===== src/sv/mersenne_twister_generator_defines.svh =====
// ----------------------------------------------------------------------------
// Assertion macros for the MT19937 generator
// Each macro expects clk and rst in scope; checks are off during reset.
// ----------------------------------------------------------------------------
`ifndef MERSENNE_TWISTER_GENERATOR_DEFINES_SVH
`define MERSENNE_TWISTER_GENERATOR_DEFINES_SVH

// condition holds at every edge
`define MTG_ASSERT_ALWAYS(label, cond, msg) \
  label: assert property (@(posedge clk) disable iff (rst) (cond)) \
    else $error(msg);

// consequent holds in the same cycle as the antecedent
`define MTG_ASSERT_IMP(label, ante, cons, msg) \
  label: assert property (@(posedge clk) disable iff (rst) (ante) |-> (cons)) \
    else $error(msg);

// consequent holds in the cycle after the antecedent
`define MTG_ASSERT_NXT(label, ante, cons, msg) \
  label: assert property (@(posedge clk) disable iff (rst) (ante) |=> (cons)) \
    else $error(msg);

`endif


===== src/sv/mtg_pkg.sv =====
// ----------------------------------------------------------------------------
// mtg_pkg
// Types, constants and twist/temper functions of the MT19937 generator.
// ----------------------------------------------------------------------------
package mtg_pkg;

  localparam int STATE_WORDS   = 624;
  localparam int MIDDLE_OFFSET = 397;
  localparam int IDX_W         = 10;
  localparam int WORD_W        = 32;

  typedef logic [IDX_W-1:0]  idx_t;
  typedef logic [WORD_W-1:0] word_t;

  localparam word_t UPPER_BIT    = 32'h8000_0000;
  localparam word_t TWIST_MATRIX = 32'h9908_B0DF;
  localparam word_t TEMPER_B     = 32'h9D2C_5680;
  localparam word_t TEMPER_C     = 32'hEFC6_0000;

  typedef enum logic {
    CMD_LOAD     = 1'b0,
    CMD_GENERATE = 1'b1
  } cmd_t;

  // one write into the state memory
  typedef struct packed {
    logic  en;
    idx_t  addr;
    word_t data;
  } wr_port_t;

  // the three reads of one generate
  typedef struct packed {
    logic en;
    idx_t cur;
    idx_t nxt;
    idx_t mid;
  } rd_req_t;

  // pipeline status seen by the input control
  typedef struct packed {
    logic busy;     // twist stage holds a generate
    logic advance;  // twist stage can take a new generate this cycle
  } stage_status_t;

  // next index, wrapping at the end of the state
  function automatic idx_t wrap_inc(input idx_t i);
    return (i == idx_t'(STATE_WORDS - 1)) ? '0 : i + idx_t'(1);
  endfunction

  // index of the middle word, wrapping
  function automatic idx_t mid_index(input idx_t i);
    logic [IDX_W:0] s;
    s = {1'b0, i} + (IDX_W+1)'(MIDDLE_OFFSET);
    if (s >= (IDX_W+1)'(STATE_WORDS)) begin
      s = s - (IDX_W+1)'(STATE_WORDS);
    end
    return s[IDX_W-1:0];
  endfunction

  function automatic word_t twist(input word_t cur, input word_t nxt, input word_t mid);
    word_t y;
    word_t w;
    y = (cur & UPPER_BIT) | (nxt & ~UPPER_BIT);
    w = mid ^ (y >> 1);
    if (y[0]) begin
      w = w ^ TWIST_MATRIX;
    end
    return w;
  endfunction

  function automatic word_t temper(input word_t x);
    word_t y;
    y = x;
    y = y ^ (y >> 11);
    y = y ^ ((y << 7) & TEMPER_B);
    y = y ^ ((y << 15) & TEMPER_C);
    y = y ^ (y >> 18);
    return y;
  endfunction

endpackage


===== src/sv/mtg_twist_stage.sv =====
// ----------------------------------------------------------------------------
// mtg_twist_stage
// Twists the words read for one generate, writes the new word back and
// tempers it into the output register.
// ----------------------------------------------------------------------------
module mtg_twist_stage
  import mtg_pkg::*;
(
  input  logic          clk,
  input  logic          rst,
  input  logic          issue,
  input  idx_t          issue_pos,
  input  word_t         cur_word,
  input  word_t         nxt_word,
  input  word_t         mid_word,
  output stage_status_t status,
  output wr_port_t      wb,
  output logic          out_valid,
  input  logic          out_ready,
  output word_t         random_number
);

  logic  s1_valid;
  idx_t  s1_pos;
  logic  out_free;
  word_t twisted;

  assign out_free       = !out_valid || out_ready;
  assign status.busy    = s1_valid;
  assign status.advance = !s1_valid || out_free;

  // twist stage control: read data arrives with this flag
  always_ff @(posedge clk) begin
    if (rst) begin
      s1_valid <= 1'b0;
    end else if (status.advance) begin
      s1_valid <= issue;
    end
  end

  always_ff @(posedge clk) begin
    if (issue) begin
      s1_pos <= issue_pos;
    end
  end

  assign twisted = twist(cur_word, nxt_word, mid_word);

  // write back as the word moves to the output register
  assign wb.en   = s1_valid && out_free;
  assign wb.addr = s1_pos;
  assign wb.data = twisted;

  // output register
  always_ff @(posedge clk) begin
    if (rst) begin
      out_valid <= 1'b0;
    end else if (out_free) begin
      out_valid <= s1_valid;
    end
  end

  always_ff @(posedge clk) begin
    if (s1_valid && out_free) begin
      random_number <= temper(twisted);
    end
  end

endmodule


===== config.mk =====
export PLATFORM = sky130hd
export DESIGN_NAME = mtg_twist_stage
export DESIGN_NICKNAME = d
export VERILOG_FILES = /design/src/sv/mersenne_twister_generator_defines.svh /design/src/sv/mtg_pkg.sv /design/src/sv/mtg_twist_stage.sv
export SDC_FILE = /design/constraint.sdc
export NUM_CORES = 1
export LEC_CHECK = 0
export BUFFER_PORTS_ARGS = -buffer_cell sky130_fd_sc_hd__buf_2
export CAP_MARGIN = 10
export CORE_MARGIN = 8
export CORE_UTILIZATION = 41
export DETAILED_ROUTE_END_ITERATION = 16
export HOLD_SLACK_MARGIN = 0.05
export PLACE_DENSITY = 0.84
export SLEW_MARGIN = 20
export SYNTH_ARGS = -nofsm -noshare
export SYNTH_HDL_FRONTEND = slang
export SYNTH_SLANG_ARGS = --single-unit

===== constraint.sdc =====
create_clock -name clk -period 3.2 [get_ports clk]
set_input_delay 0.48 -clock clk [delete_from_list [all_inputs] [get_ports clk]]
set_output_delay 0.48 -clock clk [all_outputs]
set_load 0.03 [all_outputs]

==> run_results.csv <==
group,metric,value,unit
sta,tns,0,ns
worst_setup_path,max_stage_delay,0.61,ns
logic_synthesis,yosysTopAreaCell,"edfxtp_1",
pwr,powerDensity,651,nW/µm²
finish,syn_to_final_growth,39.3,%
finish,final_cell_area,3510,µm²
worst_setup_path,crit_family,"buffers and inverters",
clocking,numCtsBuffers,5,
floorplan,die-area,8910,µm²
clocking,cts.clk_slew.worst_paths,0.08,ns
worst_setup_path,cp.arrival,1.77,ns
logic_synthesis,synth_cell_types,17,
finish,utilization,59.3,%
clocking,cts_buffer_depth,2,
global_route,grt_pass1_vias,1889,
finish,diodes,0,
worst_setup_path,crit_path_frequent_cell,"buf_2",
floorplan,start_util,42.5,%
sta,skew,0.00505,ns
clocking,ctsRootBufferMaster,"clkbuf_8",
detailed_routing,vias,1764,
floorplan,die_y,94.4,µm
detailed_routing,avgViaCountPerCell,4.33,
placement,placed_cells,400,
clocking,cts_num_sinks,44,
placement,io_buffers,155,
finish,final_cell_mix,"buf_2 (155), xnor2_1 (68), edfxtp_1 (42)",
detailed_routing,ant_nets,0,
sta,setup_viol,0,
sta,worst_pin_slew,0.615,ns
worst_setup_path,worst_setup_path_end_kind,"output port",
sta,relSlewSlack,58.7,%
clocking,clk_latency,0.29,ns
clocking,ctsResizeCount,0,
floorplan,ios,188,
sta,grt_setup_unrepaired,"no",
clocking,tritoncts,"yes",
logic_synthesis,synth.net_count,282,
job,max-cap-violations,0,
worst_setup_path,rrSetupSlack,1.60,ns
finish,layout_commonest_cell,"buf_2",
sta,fin_crit_sh,70.2,%
logic_synthesis,mappedNetlistArea,2520,µm²
clocking,holdBufCountCts,0,
floorplan,core_region_area,5920,µm²
global_route,overflow,0,
worst_setup_path,critPathBufInv,3,
finish,drive_gt1_share,50.6,%
worst_setup_path,cp_slowest_cell,"xnor3_2",
global_route,track_usage,13.6,%
clocking,cts_max_level,2,
clocking,post-cts-setup-buffers,0,
placement,placed_area,3380,µm²
logic_synthesis,netlist_top_cells_area,"edfxtp_1 (50%), xnor2_1 (24%), xor2_1 (8.0%)",
global_route,grt_pass1_wl,9370,µm
detailed_routing,wl_per_cell,15.8,µm
detailed_routing,drc_errors,0,
finish,layout.cells.non_filler,407,
worst_setup_path,setup.worst_path.start_class,"input port",
logic_synthesis,synth_area_per_cell,14.6,µm²
sta,fin_crit,2.25,ns
logic_synthesis,ys_seq_elements,44,
sta,fmax,0.445,GHz
outcome,outcome,"completed",
finish,fillCellCount,509,
placement,routabilityCongestion,0.760,
placement,dp_hpwl,5480,µm
logic_synthesis,synth_top_area_share,50.1,%
min_path,hold_class,"input port to register",
worst_setup_path,critPathMaxFanout,15,
worst_setup_path,required,2.72,ns
global_route,grt_max_degree,19,
logic_synthesis,syn_inst,172,
global_route,antenna_found_initial,0,
floorplan,die_w,94.4,µm
sta,slew_violations,0,
logic_synthesis,ys_seq_area_share,51.7,%
pwr,irDropWorstVdd,0.288,mV
pwr,p_leak,1.61,nW
sta,hold_violations,0,
detailed_routing,wl,6430,µm
detailed_routing,drt_iter0_markers,36,
logic_synthesis,ys_warn_count,0,
worst_setup_path,worstPathCellList,"buf_2 -> xnor3_2 -> inv_1 -> buf_2",
floorplan,rows,28,
detailed_routing,first_pass_iters,6,
finish,nNetsFinal,442,
worst_setup_path,critPathKind,"input port to output port",
-- cells by family (layout without fill, tap and decap cells) --
| logic type | count (synthesis) | count (layout) | share of synthesized area [%] |
|---|---|---|---|
| AO/OA/AOI/OAI | 1 | 1 | 0.199 |
| XOR/XNOR | 105 | 105 | 44.2 |
| buffers and inverters | 16 | 176 | 2.88 |
| flip-flops | 44 | 44 | 51.7 |
| AND/OR/NAND/NOR | 6 | 6 | 1.09 |
-- registers in the layout, indices dropped and copies added, names as in the netlist --
register       flops
out_valid          1
random_number     32
s1_pos            10
s1_valid           1
-- layer usage --
layer / wire length (µm) / track usage [%] / vias up
li1: - / - / 874
met2: 3530 / 25.2 / 84
met4: 45 / 4.10 / 0
met5: 0 / 0 / -
met3: 534 / 4.13 / 2
met1: 2320 / 14.4 / 804
-- through the flow --
stage / hold WS, ns / worst slack (ns) / power (mW)
5_1_grt: 0.346 / 0.882 / 2.40
3_5_place_dp: 0.525 / 0.622 / 1.83
3_3_place_gp: 0.513 / 0.670 / 1.80
2_1_floorplan: 0.494 / 0.282 / 1.56
4_1_cts: 0.348 / 0.920 / 2.32
6_report: 0.357 / 0.954 / 2.29
-- cell usage after synthesis, drive strengths merged --
master and instances:
xnor2 70, edfxtp 42, xor2 24, inv 13, xnor3 6, xor3 5
buf 3, nor2 3, dfxtp 2, nor2b 2, a21oi 1, nand2 1
-- report_power, final --
group	internal [mW]	leakage [nW]	total [mW]	switching (mW)
Clock	0.307	0.0642	0.487	0.180
Combinational	0.403	1.13	0.999	0.596
Sequential	0.781	0.414	0.799	0.0179
Total	1.49	1.61	2.29	0.794
-- worst paths after layout --
path	from	end	depth (start not counted)
setup / recovery	nxt_word[0]	wb[3]	4
hold / removal	rst	out_valid	2
setup reg to reg	out_valid	random_number[31]	3
hold reg to reg	s1_valid	out_valid	2
-- worst register-to-register path: stages, from the launching register on --
cell     delay [ns]
dfxtp_1        0.31
nor2b_1        0.18
nor2b_4        0.44
buf_4          0.36
-- layout make-up --
class | instances | area (µm²) | area share (%)
tap | 75 | 93.8 | 2.67
sequential | 44 | 1300 | 37.1
clock buffer | 5 | 68.8 | 1.96
timing repair buffer | 156 | 783 | 22.3
inverter | 13 | 48.8 | 1.39
multi-input combinational | 112 | 1150 | 32.8
clock inverter | 2 | 60.1 | 1.71
Note: power is estimated with default switching activity, not from simulation.
